--- src/hw/rtl/bal_pkg.sv ---
// ============================================================================
// bal_pkg
// Shared constants of the cubic Bezier arc-length walker.
// ============================================================================
`default_nettype none

package bal_pkg;

  localparam int DEF_MAX_SUBDIVISIONS = 256;
  localparam int DEF_COORD_BITS       = 16;
  localparam int DEF_FRAC_BITS        = 8;

  localparam int OP_W     = 2;
  localparam int T_W      = 17;
  localparam int DIST_W   = 27;
  localparam int LEN_W    = 27;
  localparam int SUBDIV_W = 9;
  localparam int CFG_IDX_W = 3;

  localparam int SQ_W   = 64;
  localparam int ROOT_W = 33;

  localparam logic [OP_W-1:0] OP_EVAL    = 2'd0;
  localparam logic [OP_W-1:0] OP_LENGTH  = 2'd1;
  localparam logic [OP_W-1:0] OP_AT_DIST = 2'd2;

  localparam logic [CFG_IDX_W-1:0] CFG_START_POINT  = 3'd0;
  localparam logic [CFG_IDX_W-1:0] CFG_FIRST_GUIDE  = 3'd1;
  localparam logic [CFG_IDX_W-1:0] CFG_SECOND_GUIDE = 3'd2;
  localparam logic [CFG_IDX_W-1:0] CFG_END_POINT    = 3'd3;
  localparam logic [CFG_IDX_W-1:0] CFG_SUBDIVISIONS = 3'd4;

  localparam logic [SUBDIV_W-1:0] SUBDIV_RESET = 9'd64;
  localparam logic [T_W-1:0]      T_ONE        = 17'h10000;
  localparam logic [LEN_W-1:0]    LEN_MAX      = {LEN_W{1'b1}};

endpackage

`default_nettype wire

--- src/hw/rtl/bal_if.sv ---
// ============================================================================
// bal_if
// Valid/ready channel interfaces for requests, results and configuration.
// ============================================================================
`default_nettype none

interface bal_in_if;
  import bal_pkg::*;
  logic              valid;
  logic              ready;
  logic [OP_W-1:0]   operation;
  logic [T_W-1:0]    param_t;
  logic [DIST_W-1:0] distance;
  modport source (output valid, operation, param_t, distance, input ready);
  modport sink   (input valid, operation, param_t, distance, output ready);
endinterface

interface bal_out_if #(parameter int POS_W = 24);
  import bal_pkg::*;
  logic                    valid;
  logic                    ready;
  logic signed [POS_W-1:0] pos_x;
  logic signed [POS_W-1:0] pos_y;
  logic signed [POS_W-1:0] pos_z;
  logic [LEN_W-1:0]        curve_length;
  logic                    reached_end;
  modport source (output valid, pos_x, pos_y, pos_z, curve_length, reached_end,
                  input ready);
  modport sink   (input valid, pos_x, pos_y, pos_z, curve_length, reached_end,
                  output ready);
endinterface

interface bal_cfg_if #(parameter int DATA_W = 48);
  import bal_pkg::*;
  logic                 valid;
  logic                 ready;
  logic [CFG_IDX_W-1:0] index;
  logic [DATA_W-1:0]    data;
  modport source (output valid, index, data, input ready);
  modport sink   (input valid, index, data, output ready);
endinterface

`default_nettype wire

--- src/hw/rtl/bal_div.sv ---
// ============================================================================
// bal_div
// Restoring divider, one quotient bit per cycle, for quotients below 2^Q_W.
// ============================================================================
`default_nettype none

module bal_div #(
  parameter int NUM_W = 50,
  parameter int DEN_W = 33,
  parameter int Q_W   = 17
) (
  input  wire logic             clk,
  input  wire logic             rst_n,
  input  wire logic             start,
  input  wire logic [NUM_W-1:0] num,
  input  wire logic [DEN_W-1:0] den,
  output logic                  done,
  output logic [Q_W-1:0]        quo
);

  localparam int CNT_W = $clog2(Q_W + 1);

  logic [DEN_W-1:0] rem_r;
  logic [DEN_W-1:0] den_r;
  logic [Q_W-1:0]   low_r;
  logic [Q_W-1:0]   quo_r;
  logic [CNT_W-1:0] cnt_r;
  logic             busy_r;
  logic             done_r;
  logic [DEN_W:0]   rem2;
  logic [DEN_W:0]   diff;
  logic             ge;

  assign rem2 = {rem_r, low_r[Q_W-1]};
  assign diff = rem2 - {1'b0, den_r};
  assign ge   = rem2 >= {1'b0, den_r};

  always_ff @(posedge clk) begin
    if (!rst_n) begin
      busy_r <= 1'b0;
      done_r <= 1'b0;
      cnt_r  <= '0;
    end else begin
      if (start) begin
        rem_r  <= DEN_W'(num >> Q_W);
        low_r  <= num[Q_W-1:0];
        den_r  <= den;
        cnt_r  <= '0;
        busy_r <= 1'b1;
        done_r <= 1'b0;
      end else if (busy_r) begin
        rem_r <= ge ? DEN_W'(diff) : DEN_W'(rem2);
        low_r <= low_r << 1;
        quo_r <= {quo_r[Q_W-2:0], ge};
        if (cnt_r == CNT_W'(Q_W - 1)) begin
          busy_r <= 1'b0;
          done_r <= 1'b1;
        end else begin
          done_r <= 1'b0;
        end
        cnt_r <= cnt_r + 1'b1;
      end else begin
        done_r <= 1'b0;
      end
    end
  end

  assign done = done_r;
  assign quo  = quo_r;

endmodule

`default_nettype wire

--- src/hw/rtl/bal_isqrt.sv ---
// ============================================================================
// bal_isqrt
// Bit-pair integer square root with round-to-nearest, one bit per cycle.
// ============================================================================
`default_nettype none

module bal_isqrt #(
  parameter int IN_W  = 64,
  parameter int OUT_W = 33
) (
  input  wire logic            clk,
  input  wire logic            rst_n,
  input  wire logic            start,
  input  wire logic [IN_W-1:0] din,
  output logic                 done,
  output logic [OUT_W-1:0]     root
);

  localparam int STEPS = IN_W / 2;
  localparam int CNT_W = $clog2(STEPS + 1);

  logic [IN_W-1:0]  rem_r;
  logic [IN_W-1:0]  root_r;
  logic [IN_W-1:0]  bit_r;
  logic [CNT_W-1:0] cnt_r;
  logic             busy_r;
  logic             done_r;
  logic [OUT_W-1:0] out_r;
  logic [IN_W:0]    trial;
  logic             take;

  assign trial = {1'b0, root_r} + {1'b0, bit_r};
  assign take  = {1'b0, rem_r} >= trial;

  always_ff @(posedge clk) begin
    if (!rst_n) begin
      busy_r <= 1'b0;
      done_r <= 1'b0;
      cnt_r  <= '0;
    end else begin
      if (start) begin
        rem_r  <= din;
        root_r <= '0;
        bit_r  <= IN_W'(1) << (IN_W - 2);
        cnt_r  <= '0;
        busy_r <= 1'b1;
        done_r <= 1'b0;
      end else if (busy_r) begin
        if (take) begin
          rem_r  <= IN_W'({1'b0, rem_r} - trial);
          root_r <= (root_r >> 1) + bit_r;
        end else begin
          root_r <= root_r >> 1;
        end
        bit_r <= bit_r >> 2;
        if (cnt_r == CNT_W'(STEPS - 1)) begin
          busy_r <= 1'b0;
        end
        cnt_r  <= cnt_r + 1'b1;
        done_r <= 1'b0;
      end else if (cnt_r == CNT_W'(STEPS)) begin
        out_r  <= OUT_W'(root_r) + OUT_W'(rem_r > root_r);
        done_r <= 1'b1;
        cnt_r  <= '0;
      end else begin
        done_r <= 1'b0;
      end
    end
  end

  assign done = done_r;
  assign root = out_r;

endmodule

`default_nettype wire

--- src/hw/rtl/bezier_arc_length_walker_core.sv ---
// ============================================================================
// bezier_arc_length_walker_core
// Cubic Bezier evaluation, chord-length sum and distance walk on one
// shared multiplier with an iterative divider and square root.
// ============================================================================
// The single multiplier runs the eighteen de Casteljau interpolations of
// each point one after another. Every chord of a length or distance
// request waits on the step divider and then on the square root, and a
// distance request that hits a chord ends with a final interpolation
// between its end points. A new request is taken while the previous
// result beat still waits.
`default_nettype none

module bezier_arc_length_walker_core
  import bal_pkg::*;
#(
  parameter int MAX_SUBDIVISIONS = DEF_MAX_SUBDIVISIONS,
  parameter int COORD_BITS       = DEF_COORD_BITS,
  parameter int FRAC_BITS        = DEF_FRAC_BITS
) (
  input  wire logic clk,
  input  wire logic rst_n,
  bal_in_if.sink    in_bus,
  bal_out_if.source out_bus,
  bal_cfg_if.sink   cfg_bus
);

  localparam int PW     = COORD_BITS + FRAC_BITS;
  localparam int DW     = PW + 1;
  localparam int MAG_W  = PW;
  localparam int SH_MAX = (MAG_W > 31) ? MAG_W - 31 : 0;
  localparam int SH_W   = (SH_MAX > 0) ? $clog2(SH_MAX + 1) : 1;
  localparam int MA     = (DW > 32) ? DW : 32;
  localparam int SEG_W  = ROOT_W + SH_MAX;
  localparam int NW     = $clog2(MAX_SUBDIVISIONS + 1);
  localparam int CMPW   = (NW > SUBDIV_W) ? NW : SUBDIV_W;
  localparam int ACC_W  = SEG_W + NW;
  localparam int NUM_W  = SEG_W + T_W;
  localparam logic signed [2*MA-1:0] HALF = 32768;

  typedef enum logic [3:0] {
    S_IDLE, S_DIVGO, S_DIV, S_QSTEP, S_EVDONE, S_SQ, S_SQRT, S_CMP, S_OUT
  } state_t;

  typedef logic signed [PW-1:0] pos_t;

  state_t            state_r;
  logic [OP_W-1:0]   op_r;
  logic [T_W-1:0]    t_r;
  logic [DIST_W-1:0] dist_r;
  logic [NW-1:0]     n_r;
  logic [NW-1:0]     i_r;
  pos_t              q_r [12];
  logic              phase_r;
  logic [3:0]        sc_r;
  logic [1:0]        lvl_r;
  logic              interp_r;
  pos_t              first_r [3];
  pos_t              second_r [3];
  logic [ACC_W-1:0]  acc_r;
  logic [SQ_W-1:0]   sum_r;
  logic [1:0]        sq_cnt_r;
  logic signed [2*MA-1:0] prod_r;
  logic [SEG_W-1:0]  seg_r;
  pos_t              res_pos_r [3];
  logic [LEN_W-1:0]  res_len_r;
  logic              res_end_r;
  logic              out_valid_r;
  pos_t              out_pos_r [3];
  logic [LEN_W-1:0]  out_len_r;
  logic              out_end_r;
  logic [3*COORD_BITS-1:0] cp_r [4];
  logic [SUBDIV_W-1:0]     subdiv_r;

  pos_t                   cps [4][3];
  logic [NW-1:0]          n_cur;
  logic [SUBDIV_W-1:0]    sub_lo;
  logic [3:0]             nl;
  logic                   lerp_now;
  logic signed [DW-1:0]   lerp_diff;
  logic signed [2*MA-1:0] lerp_rnd;
  pos_t                   lerp_res;
  logic signed [MA-1:0]   mul_a;
  logic signed [MA-1:0]   mul_b;
  logic signed [2*MA-1:0] mul_p;
  logic [MAG_W-1:0]       mag [3];
  logic [MAG_W-1:0]       mag_max;
  logic [SH_W-1:0]        sh;
  logic [30:0]            sq_v [3];
  logic [30:0]            sq_sel;
  logic [ACC_W-1:0]       dist_ext;
  logic [ACC_W-1:0]       acc_seg;
  logic                   hit;
  logic [SEG_W-1:0]       offset;
  logic [NUM_W-1:0]       div_num;
  logic [SEG_W-1:0]       div_den;
  logic                   div_done;
  logic [T_W-1:0]         div_quo;
  logic                   sqrt_start;
  logic [SQ_W-1:0]        sqrt_din;
  logic                   sqrt_done;
  logic [ROOT_W-1:0]      sqrt_root;

  // Control points scaled to the position format.
  always_comb begin
    for (int k = 0; k < 4; k++) begin
      for (int c = 0; c < 3; c++) begin
        cps[k][c] = pos_t'($signed(cp_r[k][c*COORD_BITS +: COORD_BITS])) <<< FRAC_BITS;
      end
    end
  end

  always_comb begin
    sub_lo = (subdiv_r == '0) ? SUBDIV_W'(1) : subdiv_r;
    if (CMPW'(sub_lo) > CMPW'(MAX_SUBDIVISIONS)) begin
      n_cur = NW'(MAX_SUBDIVISIONS);
    end else begin
      n_cur = NW'(sub_lo);
    end
  end

  assign nl        = interp_r ? 4'd3 : ({2'b00, lvl_r} << 1) + {2'b00, lvl_r};
  assign lerp_now  = sc_r < nl;
  assign lerp_diff = DW'(q_r[3]) - DW'(q_r[0]);
  assign lerp_rnd  = (prod_r + HALF) >>> 16;
  assign lerp_res  = q_r[0] + PW'(lerp_rnd);

  always_comb begin
    mag_max = '0;
    for (int c = 0; c < 3; c++) begin
      logic signed [DW-1:0] d;
      d = DW'(second_r[c]) - DW'(first_r[c]);
      mag[c] = d[DW-1] ? MAG_W'(-d) : MAG_W'(d);
      if (mag[c] > mag_max) begin
        mag_max = mag[c];
      end
    end
    sh = '0;
    for (int s = 0; s < SH_MAX; s++) begin
      if ((mag_max >> (31 + s)) != '0) begin
        sh = SH_W'(s + 1);
      end
    end
    for (int c = 0; c < 3; c++) begin
      sq_v[c] = 31'(mag[c] >> sh);
    end
  end

  always_comb begin
    case (sq_cnt_r)
      2'd0:    sq_sel = sq_v[0];
      2'd1:    sq_sel = sq_v[1];
      default: sq_sel = sq_v[2];
    endcase
  end

  always_comb begin
    if (state_r == S_SQ) begin
      mul_a = MA'($signed({1'b0, sq_sel}));
      mul_b = MA'($signed({1'b0, sq_sel}));
    end else begin
      mul_a = MA'(lerp_diff);
      mul_b = MA'($signed({1'b0, t_r}));
    end
  end

  assign mul_p = mul_a * mul_b;

  assign dist_ext = ACC_W'(dist_r);
  assign acc_seg  = acc_r + ACC_W'(seg_r);
  assign hit      = (op_r == OP_AT_DIST) && (acc_seg > dist_ext);
  assign offset   = SEG_W'(dist_ext - acc_r);
  assign div_num  = interp_r ?
                    (NUM_W'(offset) << 16) + NUM_W'(seg_r >> 1) :
                    NUM_W'({i_r, 16'h0000}) + NUM_W'(n_r >> 1);
  assign div_den  = interp_r ? seg_r : SEG_W'(n_r);

  assign sqrt_start = (state_r == S_SQ) && (sq_cnt_r == 2'd3);
  assign sqrt_din   = sum_r + prod_r[SQ_W-1:0];

  bal_div #(
    .NUM_W (NUM_W),
    .DEN_W (SEG_W),
    .Q_W   (T_W)
  ) u_div (
    .clk   (clk),
    .rst_n (rst_n),
    .start (state_r == S_DIVGO),
    .num   (div_num),
    .den   (div_den),
    .done  (div_done),
    .quo   (div_quo)
  );

  bal_isqrt #(
    .IN_W  (SQ_W),
    .OUT_W (ROOT_W)
  ) u_isqrt (
    .clk   (clk),
    .rst_n (rst_n),
    .start (sqrt_start),
    .din   (sqrt_din),
    .done  (sqrt_done),
    .root  (sqrt_root)
  );

  assign in_bus.ready  = (state_r == S_IDLE);
  assign cfg_bus.ready = 1'b1;

  always_ff @(posedge clk) begin
    if (!rst_n) begin
      state_r     <= S_IDLE;
      out_valid_r <= 1'b0;
      for (int k = 0; k < 4; k++) begin
        cp_r[k] <= '0;
      end
      subdiv_r <= SUBDIV_RESET;
    end else begin
      if (cfg_bus.valid) begin
        case (cfg_bus.index)
          CFG_START_POINT:  cp_r[0]  <= cfg_bus.data;
          CFG_FIRST_GUIDE:  cp_r[1]  <= cfg_bus.data;
          CFG_SECOND_GUIDE: cp_r[2]  <= cfg_bus.data;
          CFG_END_POINT:    cp_r[3]  <= cfg_bus.data;
          CFG_SUBDIVISIONS: subdiv_r <= cfg_bus.data[SUBDIV_W-1:0];
          default: ;
        endcase
      end

      if (out_valid_r && out_bus.ready && state_r != S_OUT) begin
        out_valid_r <= 1'b0;
      end

      case (state_r)
        S_IDLE: begin
          if (in_bus.valid) begin
            op_r      <= in_bus.operation;
            dist_r    <= in_bus.distance;
            n_r       <= n_cur;
            i_r       <= NW'(1);
            acc_r     <= '0;
            interp_r  <= 1'b0;
            sc_r      <= '0;
            phase_r   <= 1'b0;
            lvl_r     <= 2'd3;
            res_len_r <= '0;
            res_end_r <= 1'b0;
            for (int c = 0; c < 3; c++) begin
              res_pos_r[c] <= '0;
              first_r[c]   <= cps[0][c];
            end
            case (in_bus.operation)
              OP_EVAL: begin
                t_r <= (in_bus.param_t > T_ONE) ? T_ONE : in_bus.param_t;
                for (int k = 0; k < 4; k++) begin
                  for (int c = 0; c < 3; c++) begin
                    q_r[3*k+c] <= cps[k][c];
                  end
                end
                state_r <= S_QSTEP;
              end
              OP_LENGTH, OP_AT_DIST: begin
                state_r <= S_DIVGO;
              end
              default: begin
                state_r <= S_OUT;
              end
            endcase
          end
        end
        S_DIVGO: begin
          state_r <= S_DIV;
        end
        S_DIV: begin
          if (div_done) begin
            t_r     <= div_quo;
            sc_r    <= '0;
            phase_r <= 1'b0;
            lvl_r   <= 2'd3;
            if (interp_r) begin
              for (int c = 0; c < 3; c++) begin
                q_r[c]   <= first_r[c];
                q_r[3+c] <= second_r[c];
              end
            end else begin
              for (int k = 0; k < 4; k++) begin
                for (int c = 0; c < 3; c++) begin
                  q_r[3*k+c] <= cps[k][c];
                end
              end
            end
            state_r <= S_QSTEP;
          end
        end
        S_QSTEP: begin
          if (lerp_now && !phase_r) begin
            prod_r  <= mul_p;
            phase_r <= 1'b1;
          end else begin
            for (int j = 0; j < 11; j++) begin
              q_r[j] <= q_r[j+1];
            end
            q_r[11] <= lerp_now ? lerp_res : q_r[0];
            phase_r <= 1'b0;
            if (sc_r == 4'd11) begin
              sc_r <= '0;
              if (interp_r || lvl_r == 2'd1) begin
                state_r <= S_EVDONE;
              end else begin
                lvl_r <= lvl_r - 2'd1;
              end
            end else begin
              sc_r <= sc_r + 4'd1;
            end
          end
        end
        S_EVDONE: begin
          if (interp_r || op_r == OP_EVAL) begin
            for (int c = 0; c < 3; c++) begin
              res_pos_r[c] <= q_r[c];
            end
            state_r <= S_OUT;
          end else begin
            for (int c = 0; c < 3; c++) begin
              second_r[c] <= q_r[c];
            end
            sq_cnt_r <= '0;
            sum_r    <= '0;
            state_r  <= S_SQ;
          end
        end
        S_SQ: begin
          if (sq_cnt_r != 2'd3) begin
            prod_r <= mul_p;
          end
          if (sq_cnt_r != 2'd0) begin
            sum_r <= sum_r + prod_r[SQ_W-1:0];
          end
          if (sq_cnt_r == 2'd3) begin
            state_r <= S_SQRT;
          end
          sq_cnt_r <= sq_cnt_r + 2'd1;
        end
        S_SQRT: begin
          if (sqrt_done) begin
            seg_r   <= SEG_W'(sqrt_root) << sh;
            state_r <= S_CMP;
          end
        end
        S_CMP: begin
          if (hit) begin
            if (seg_r == '0) begin
              for (int c = 0; c < 3; c++) begin
                res_pos_r[c] <= first_r[c];
              end
              state_r <= S_OUT;
            end else begin
              interp_r <= 1'b1;
              state_r  <= S_DIVGO;
            end
          end else begin
            acc_r <= acc_seg;
            for (int c = 0; c < 3; c++) begin
              first_r[c] <= second_r[c];
            end
            if (i_r == n_r) begin
              if (op_r == OP_LENGTH) begin
                res_len_r <= (acc_seg > ACC_W'(LEN_MAX)) ? LEN_MAX : LEN_W'(acc_seg);
              end else begin
                for (int c = 0; c < 3; c++) begin
                  res_pos_r[c] <= cps[3][c];
                end
                res_end_r <= 1'b1;
              end
              state_r <= S_OUT;
            end else begin
              i_r     <= i_r + NW'(1);
              state_r <= S_DIVGO;
            end
          end
        end
        S_OUT: begin
          if (!out_valid_r || out_bus.ready) begin
            for (int c = 0; c < 3; c++) begin
              out_pos_r[c] <= res_pos_r[c];
            end
            out_len_r   <= res_len_r;
            out_end_r   <= res_end_r;
            out_valid_r <= 1'b1;
            state_r     <= S_IDLE;
          end
        end
        default: begin
          state_r <= S_IDLE;
        end
      endcase
    end
  end

  assign out_bus.valid        = out_valid_r;
  assign out_bus.pos_x        = out_pos_r[0];
  assign out_bus.pos_y        = out_pos_r[1];
  assign out_bus.pos_z        = out_pos_r[2];
  assign out_bus.curve_length = out_len_r;
  assign out_bus.reached_end  = out_end_r;

  // The divider and the root unit report only while the sequencer waits on them.
  a_div_done_in_wait: assert property (@(posedge clk) disable iff (!rst_n)
    div_done |-> state_r == S_DIV)
    else $error("divider finished outside its wait state");

  a_sqrt_done_in_wait: assert property (@(posedge clk) disable iff (!rst_n)
    sqrt_done |-> state_r == S_SQRT)
    else $error("square root finished outside its wait state");

  a_accept_leaves_idle: assert property (@(posedge clk) disable iff (!rst_n)
    (in_bus.valid && in_bus.ready) |=> state_r != S_IDLE)
    else $error("request accepted but sequencer stayed idle");

  a_chord_index_bound: assert property (@(posedge clk) disable iff (!rst_n)
    (state_r == S_CMP) |-> (i_r <= n_r && i_r != '0))
    else $error("chord index out of range");

endmodule

`default_nettype wire

--- src/flat_wrapper.sv ---
// flat-port wrapper written by rule: the top's interface ports become plain ports
module bezier_arc_length_walker_core_flat import bal_pkg::*;
#(
  parameter int MAX_SUBDIVISIONS = DEF_MAX_SUBDIVISIONS,
  parameter int COORD_BITS       = DEF_COORD_BITS,
  parameter int FRAC_BITS        = DEF_FRAC_BITS
)
  (clk, rst_n, in_bus_valid, in_bus_operation, in_bus_param_t, in_bus_distance, in_bus_ready, out_bus_valid, out_bus_pos_x, out_bus_pos_y, out_bus_pos_z, out_bus_curve_length, out_bus_reached_end, out_bus_ready, cfg_bus_valid, cfg_bus_index, cfg_bus_data, cfg_bus_ready);
  bal_in_if in_bus_i ();
  bal_out_if #(.POS_W(24)) out_bus_i ();
  bal_cfg_if #(.DATA_W(48)) cfg_bus_i ();
  input  wire logic clk;
  input  wire logic rst_n;
  input wire logic [$bits(in_bus_i.valid)-1:0] in_bus_valid;
  input wire logic [$bits(in_bus_i.operation)-1:0] in_bus_operation;
  input wire logic [$bits(in_bus_i.param_t)-1:0] in_bus_param_t;
  input wire logic [$bits(in_bus_i.distance)-1:0] in_bus_distance;
  output wire logic [$bits(in_bus_i.ready)-1:0] in_bus_ready;
  output wire logic [$bits(out_bus_i.valid)-1:0] out_bus_valid;
  output wire logic [$bits(out_bus_i.pos_x)-1:0] out_bus_pos_x;
  output wire logic [$bits(out_bus_i.pos_y)-1:0] out_bus_pos_y;
  output wire logic [$bits(out_bus_i.pos_z)-1:0] out_bus_pos_z;
  output wire logic [$bits(out_bus_i.curve_length)-1:0] out_bus_curve_length;
  output wire logic [$bits(out_bus_i.reached_end)-1:0] out_bus_reached_end;
  input wire logic [$bits(out_bus_i.ready)-1:0] out_bus_ready;
  input wire logic [$bits(cfg_bus_i.valid)-1:0] cfg_bus_valid;
  input wire logic [$bits(cfg_bus_i.index)-1:0] cfg_bus_index;
  input wire logic [$bits(cfg_bus_i.data)-1:0] cfg_bus_data;
  output wire logic [$bits(cfg_bus_i.ready)-1:0] cfg_bus_ready;
  assign in_bus_i.valid = in_bus_valid;
  assign in_bus_i.operation = in_bus_operation;
  assign in_bus_i.param_t = in_bus_param_t;
  assign in_bus_i.distance = in_bus_distance;
  assign in_bus_ready = in_bus_i.ready;
  assign out_bus_valid = out_bus_i.valid;
  assign out_bus_pos_x = out_bus_i.pos_x;
  assign out_bus_pos_y = out_bus_i.pos_y;
  assign out_bus_pos_z = out_bus_i.pos_z;
  assign out_bus_curve_length = out_bus_i.curve_length;
  assign out_bus_reached_end = out_bus_i.reached_end;
  assign out_bus_i.ready = out_bus_ready;
  assign cfg_bus_i.valid = cfg_bus_valid;
  assign cfg_bus_i.index = cfg_bus_index;
  assign cfg_bus_i.data = cfg_bus_data;
  assign cfg_bus_ready = cfg_bus_i.ready;
  bezier_arc_length_walker_core #(.MAX_SUBDIVISIONS(MAX_SUBDIVISIONS), .COORD_BITS(COORD_BITS), .FRAC_BITS(FRAC_BITS)) u_core (.clk(clk), .rst_n(rst_n), .in_bus(in_bus_i), .out_bus(out_bus_i), .cfg_bus(cfg_bus_i));
endmodule
--- config.mk ---
export PLATFORM = sky130hd
export DESIGN_NAME = bezier_arc_length_walker_core_flat
export DESIGN_NICKNAME = d
export VERILOG_FILES = /design/src/hw/rtl/bal_pkg.sv /design/src/hw/rtl/bal_if.sv /design/src/hw/rtl/bal_div.sv /design/src/hw/rtl/bal_isqrt.sv /design/src/hw/rtl/bezier_arc_length_walker_core.sv /design/src/flat_wrapper.sv
export SDC_FILE = /design/constraint.sdc
export NUM_CORES = 2
export LEC_CHECK = 0
export BUFFER_PORTS_ARGS = -buffer_cell sky130_fd_sc_hd__buf_2
export CORE_MARGIN = 2
export CORE_UTILIZATION = 40
export CTS_CLUSTER_SIZE = 12
export DETAILED_ROUTE_END_ITERATION = 12
export GPL_ROUTABILITY_DRIVEN = 0
export PLACE_DENSITY_LB_ADDON = 0.25
export SYNTH_ARGS = -nofsm -noshare
export SYNTH_HDL_FRONTEND = slang
export SYNTH_SLANG_ARGS = --single-unit
--- constraint.sdc ---
create_clock -name clk -period 30.7 [get_ports clk]
set_clock_uncertainty 0.05 [all_clocks]
set_input_delay 4.605 -clock clk [delete_from_list [all_inputs] [get_ports clk]]
set_output_delay 4.605 -clock clk [all_outputs]
set_load 0.02 [all_outputs]
### Word-level counts from Yosys, hierarchy flattened

Memories as Yosys holds them, arrays and structs flattened.
Index checks and enable logic that the tools add are counted.

* flip-flop bits (word level): 655
* memory bits (writable): 768
* input port bits: 102
* output and inout bits: 103
* word-level logic and storage cells: 440
* memories kept: 6

* add/sub/neg operators: 26
* multiply operators: 1
* order comparisons: 8
* equal/unequal tests: 47
* muxes and demuxes: 210
* bitwise operators: 51
* reduce and logical (&&, ||, !) cells: 55

Memories
* u_core.q_r: words 12, width 24, read ports 12, clocked after memory_dff 0, wr ports 12, line bezier_arc_length_walker_core.sv:53 `pos_t q_r [12];`
* u_core.cp_r: words 4, width 48, read ports 4, clocked after memory_dff 0, wr ports 4, line bezier_arc_length_walker_core.sv:72 `logic [3*COORD_BITS-1:0] cp_r [4];`
* u_core.first_r: words 3, width 24, read ports 3, clocked after memory_dff 0, wr ports 3, line bezier_arc_length_walker_core.sv:58 `pos_t first_r [3];`
* u_core.out_pos_r: words 3, width 24, read ports 3, clocked after memory_dff 0, wr ports 3, line bezier_arc_length_walker_core.sv:69 `pos_t out_pos_r [3];`
* u_core.res_pos_r: words 3, width 24, read ports 3, clocked after memory_dff 0, wr ports 3, line bezier_arc_length_walker_core.sv:65 `pos_t res_pos_r [3];`
* u_core.second_r: words 3, width 24, read ports 3, clocked after memory_dff 0, wr ports 3, line bezier_arc_length_walker_core.sv:59 `pos_t second_r [3];`

Operators by type and width (number)
* 24-bit 2-to-1 mux: 47
* 64-bit 2-to-1 mux: 9
* 64-bit one-hot mux with 2 select lines: 2
* 48-bit 2-to-1 mux: 4
* 27-bit 2-to-1 mux: 5
* 17-bit 2-to-1 mux: 6
* 24-bit by 24-bit subtractor with 25-bit output: 4
* 33-bit 2-to-1 mux: 3
* 1-bit 2-to-1 mux: 86
* 42-bit 2-to-1 mux: 2
* 42-bit one-hot mux with 2 select lines: 1
* 24-bit negation: 3
* 4-bit 2-to-1 mux: 17
* 64-bit by 63-bit adder with 65-bit output: 1
* 64-bit by 65-bit greater-or-equal comparator with 1-bit output: 1
* 63-bit by 63-bit adder with 64-bit output: 1
* 64-bit adder: 1
* 64-bit greater-than comparator: 1
* 64-bit subtractor: 1
* 63-bit 2-to-1 mux: 1
* 32-bit by 25-bit multiplier with 57-bit output: 1
* 27-bit one-hot mux with 2 select lines: 1
* 49-bit by 32-bit adder with 50-bit output: 1
* 50-bit 2-to-1 mux: 1
* 71 further kinds: 198

### Depth between registers and ports, before layout

* word-level depth: 9
* gate-level depth with buffers: 47
* gate-level depth less buffers: 45

### By module

From an unflattened synthesis, not the netlist that was laid out.

* cell total of the unflattened synthesis: 10888
* area total of the unflattened synthesis: 109052.1 um^2

Modules (own cells, without submodules)
* bezier_arc_length_walker_core: times used 1, cells each 8205, area an instance 84263.3 um^2, sequential area each 33342.0 um^2
* bal_isqrt: times used 1, cells each 2107, area an instance 18443.9 um^2, sequential area each 5955.7 um^2
* bal_div: times used 1, cells each 576, area an instance 6344.8 um^2, sequential area each 3143.0 um^2

### Worst setup path after synthesis

Ideal clock, no wire load.

* path kind: input port to flip-flop
* from: input rst_n
* to: memory u_core.q_r[0][0] (netlist name) (enable)
* library setup time: 0.468 ns
* data arrival time: 11.047 ns
* data required time: 30.182 ns
* slack: 19.135 ns
* cell stages on the path: 6
* buffers on the path: 1
* cell sequence: clkbuf_1 nand3_1 inv_1 nand2_1 nand2_1 nand2b_1

RTL lines
* start: declaration: line flat_wrapper.sv:13 `input wire logic rst_n;`
* end: declaration: line bezier_arc_length_walker_core.sv:53

==> metrics.yaml <==
outcome:
  status: "completed"
sta:
  tightest_slew_ps: 1339
  fin_setup_tns_ps: 0
  fin_crit_sh_pct: 41.65
  final.min_clock_period_ps: 12790
  fmax_ghz: 0.07821
  setup_viol: 0
  whs_ps: 363.7
  finalHoldViolations: 0
  relSlewSlack_pct: 10.71
  rsz0062_at_grt: "false"
  drv_slew: 0
critical_path:
  cp-start-kind: "flip-flop"
  slowest_stage: "a21oi_1"
  critPathMaxFanout: 21
  critPathMaxStageDelay_ps: 990
  worstSetupEndpointType: "flip-flop"
  path_class: "flip-flop to flip-flop"
  required_ps: 31240
  cp_common_cell: "fa_1"
  cp.arrival_ps: 13320
global_route:
  grt-ovfl-total: 0
  grt_pass1_vias: 82245
  gr-usage-all-layers_pct: 24.88
  grt_max_degree: 83
  antenna_found_initial: 27
  grt_pass1_wl_mm: 516.2
clock_tree:
  post_cts_buffers: 0
  htree_levels: 4
  cts_buffer_depth: 4
  cts_resized: 0
  worstSkewPairLatency_ps: 880
  tritoncts: "done"
  cts.sinks: 1416
  cts_root_buf: "clkbuf_16"
  ctsHoldBuffers: 0
  cts_made_buffers: 170
  clk_pin_slew_ps: 60
layout:
  final_layout_size_suffix_gt1_share_pct: 7.269
  seqCellArea_um2: 42230
  fin_nets: 12250
  nFillCells: 25067
  multi_input_area_um2: 59040
  design_area_um2: 117500
  syn2layout_area_growth_pct: 9.938
floorplanning:
  start_util_pct: 40.25
  core-area_um2: 265600
  die_area_um2: 271400
  placementRows: 189
  io_pins: 205
  die_h_um: 520.9
  fp.dieW_um: 520.9
detailed_routing:
  vias: 82603
  drt_iter0_markers: 8591
  wl_mm: 343.1
  ant_nets: 0
  wl_per_cell_um: 23.69
  drt_pass1_iterations: 7
  vias_per_cell: 5.703
  drcViolationCount: 0
logic_synthesis:
  synth_top_area_share_pct: 38.97
  yosysSeqAreaShare_pct: 39.51
  synthCells: 10704
  synthArstFlopShare_pct: 0
  ys_ff_latch: 1416
  synth_most_common_cell: "edfxtp_1"
  synth-edff-count: 1387
  synth_area_um2: 106900
  synth_area_leaders: "edfxtp_1, fa_1, ha_1"
  yosysWarnings: 0
  synth_cell_types: 109
  synth_commonest_cells: "edfxtp_1, nand2_1, inv_1"
  synth.largest_area_cell: "edfxtp_1"
  ys.flop_type: "edfxtp_1"
  syn_area_per_cell_um2: 9.985
place:
  placed_cell_area_um2: 112000
  portBuffers: 203
  hpwl_mm: 257.0
min_path:
  worstHoldPathType: "flip-flop to flip-flop"
run:
  maxCapViolCount: 0
## critical path: cells and delay by family, from the launching register on
family / cells / cell delay, ps
fa+ha+maj: 9 / 4420
simple gates: 7 / 2220
compound gates: 16 / 4480
flops: 1 / 420
buf+inv: 3 / 370
xor+xnor: 3 / 520
## final cells by class
type	instances	area share [%]
Multi-Input combinational cell	7731	50.24
Sequential cell	1416	35.94
Clock buffer	215	3.852
Tap cell	3533	3.762
Inverter	1163	3.720
Timing Repair Buffer	326	1.650
Clock inverter	86	0.8039
Antenna cell	13	0.02768
## flip-flops by register name (all words and copies together) (netlist names), 32 cells and up
register,cells
u_core.u_isqrt.bit_r,32
u_core.u_isqrt.rem_r,64
u_core.sum_r,64
u_core.u_div.rem_r,33
u_core.u_isqrt.root,33
u_core.u_div.den_r,33
u_core.first_r,72
u_core.res_pos_r,72
u_core.acc_r,42
u_core.prod_r,57
u_core.out_pos_r,72
u_core.u_isqrt.root_r,64
u_core.seg_r,33
u_core.second_r,72
u_core.q_r,288
u_core.cp_r,192
## kinds of logic after synthesis
logic type | synth area share [%]
buffers and inverters | 5.577
and+or+nand+nor | 15.50
adders and majority gates | 20.32
AOI/OAI and AO/OA | 13.07
other | 0.007026
DFF | 39.51
xor gates and xnor gates | 4.891
muxes | 1.130
## cell usage in the layout (no fill, tap or decap), drive strengths merged, types with 26 or more instances in the layout
cell	synthesis	layout
edfxtp	1387	1387
nand2	1185	1185
inv	1160	1166
nor2	977	977
ha	680	680
fa	660	660
a21oi	544	544
o21ai	406	406
xnor2	397	397
and2	391	391
buf	65	326
a21o	239	239
clkbuf	342	215
xor2	199	199
nand3	197	197
a31oi	138	138
nor3	136	136
nor2b	132	132
nand2b	120	120
nand4	102	102
o22ai	93	93
o211ai	89	89
a211oi	85	85
o21a	75	75
mux2	67	67
o21bai	63	63
and3	61	61
clkinv	3	60
a22o	54	54
or3	50	50
nor4	45	45
mux2i	44	44
a22oi	41	41
or2	36	36
a21boi	30	30
a31o	29	29
dfxtp	29	29
a211o	27	27
o31ai	26	26
## metrics by stage
step,util (%),cells,setup WS (ps)
2_1_floorplan,-,10717,19140
3_3_place_gp,42.17,14169,18260
3_5_place_dp,42.17,14169,18070
4_1_cts,44.24,14470,18110
5_1_grt,44.24,14475,17250
6_report,44.25,14483,17910
## worst paths after layout
check	startpoint	endpoint	slack, ps	cells after the start
max reg2reg	u_core.second_r[0][2]$_DFFE_PP_	u_core.prod_r[54]$_DFFE_PP_	17910	38
min reg2reg	u_core.u_isqrt.root[3]$_DFFE_PP_	u_core.seg_r[3]$_DFFE_PP_	360	0
max	u_core.second_r[0][2]$_DFFE_PP_	u_core.prod_r[54]$_DFFE_PP_	17910	38
min	u_core.u_isqrt.root[3]$_DFFE_PP_	u_core.seg_r[3]$_DFFE_PP_	360	0
## per-layer routing
metal,track usage (%),vias to the layer above,part of all wire (%)
li1,-,37299,-
met1,33.96,41001,42
met2,39.50,3665,45
met3,4.895,630,9.3
met4,8.478,8,3.7
met5,0,-,0.016
Power is not shown: default switching activity piles up to over one toggle a cycle in this logic, so the estimate is an artifact.
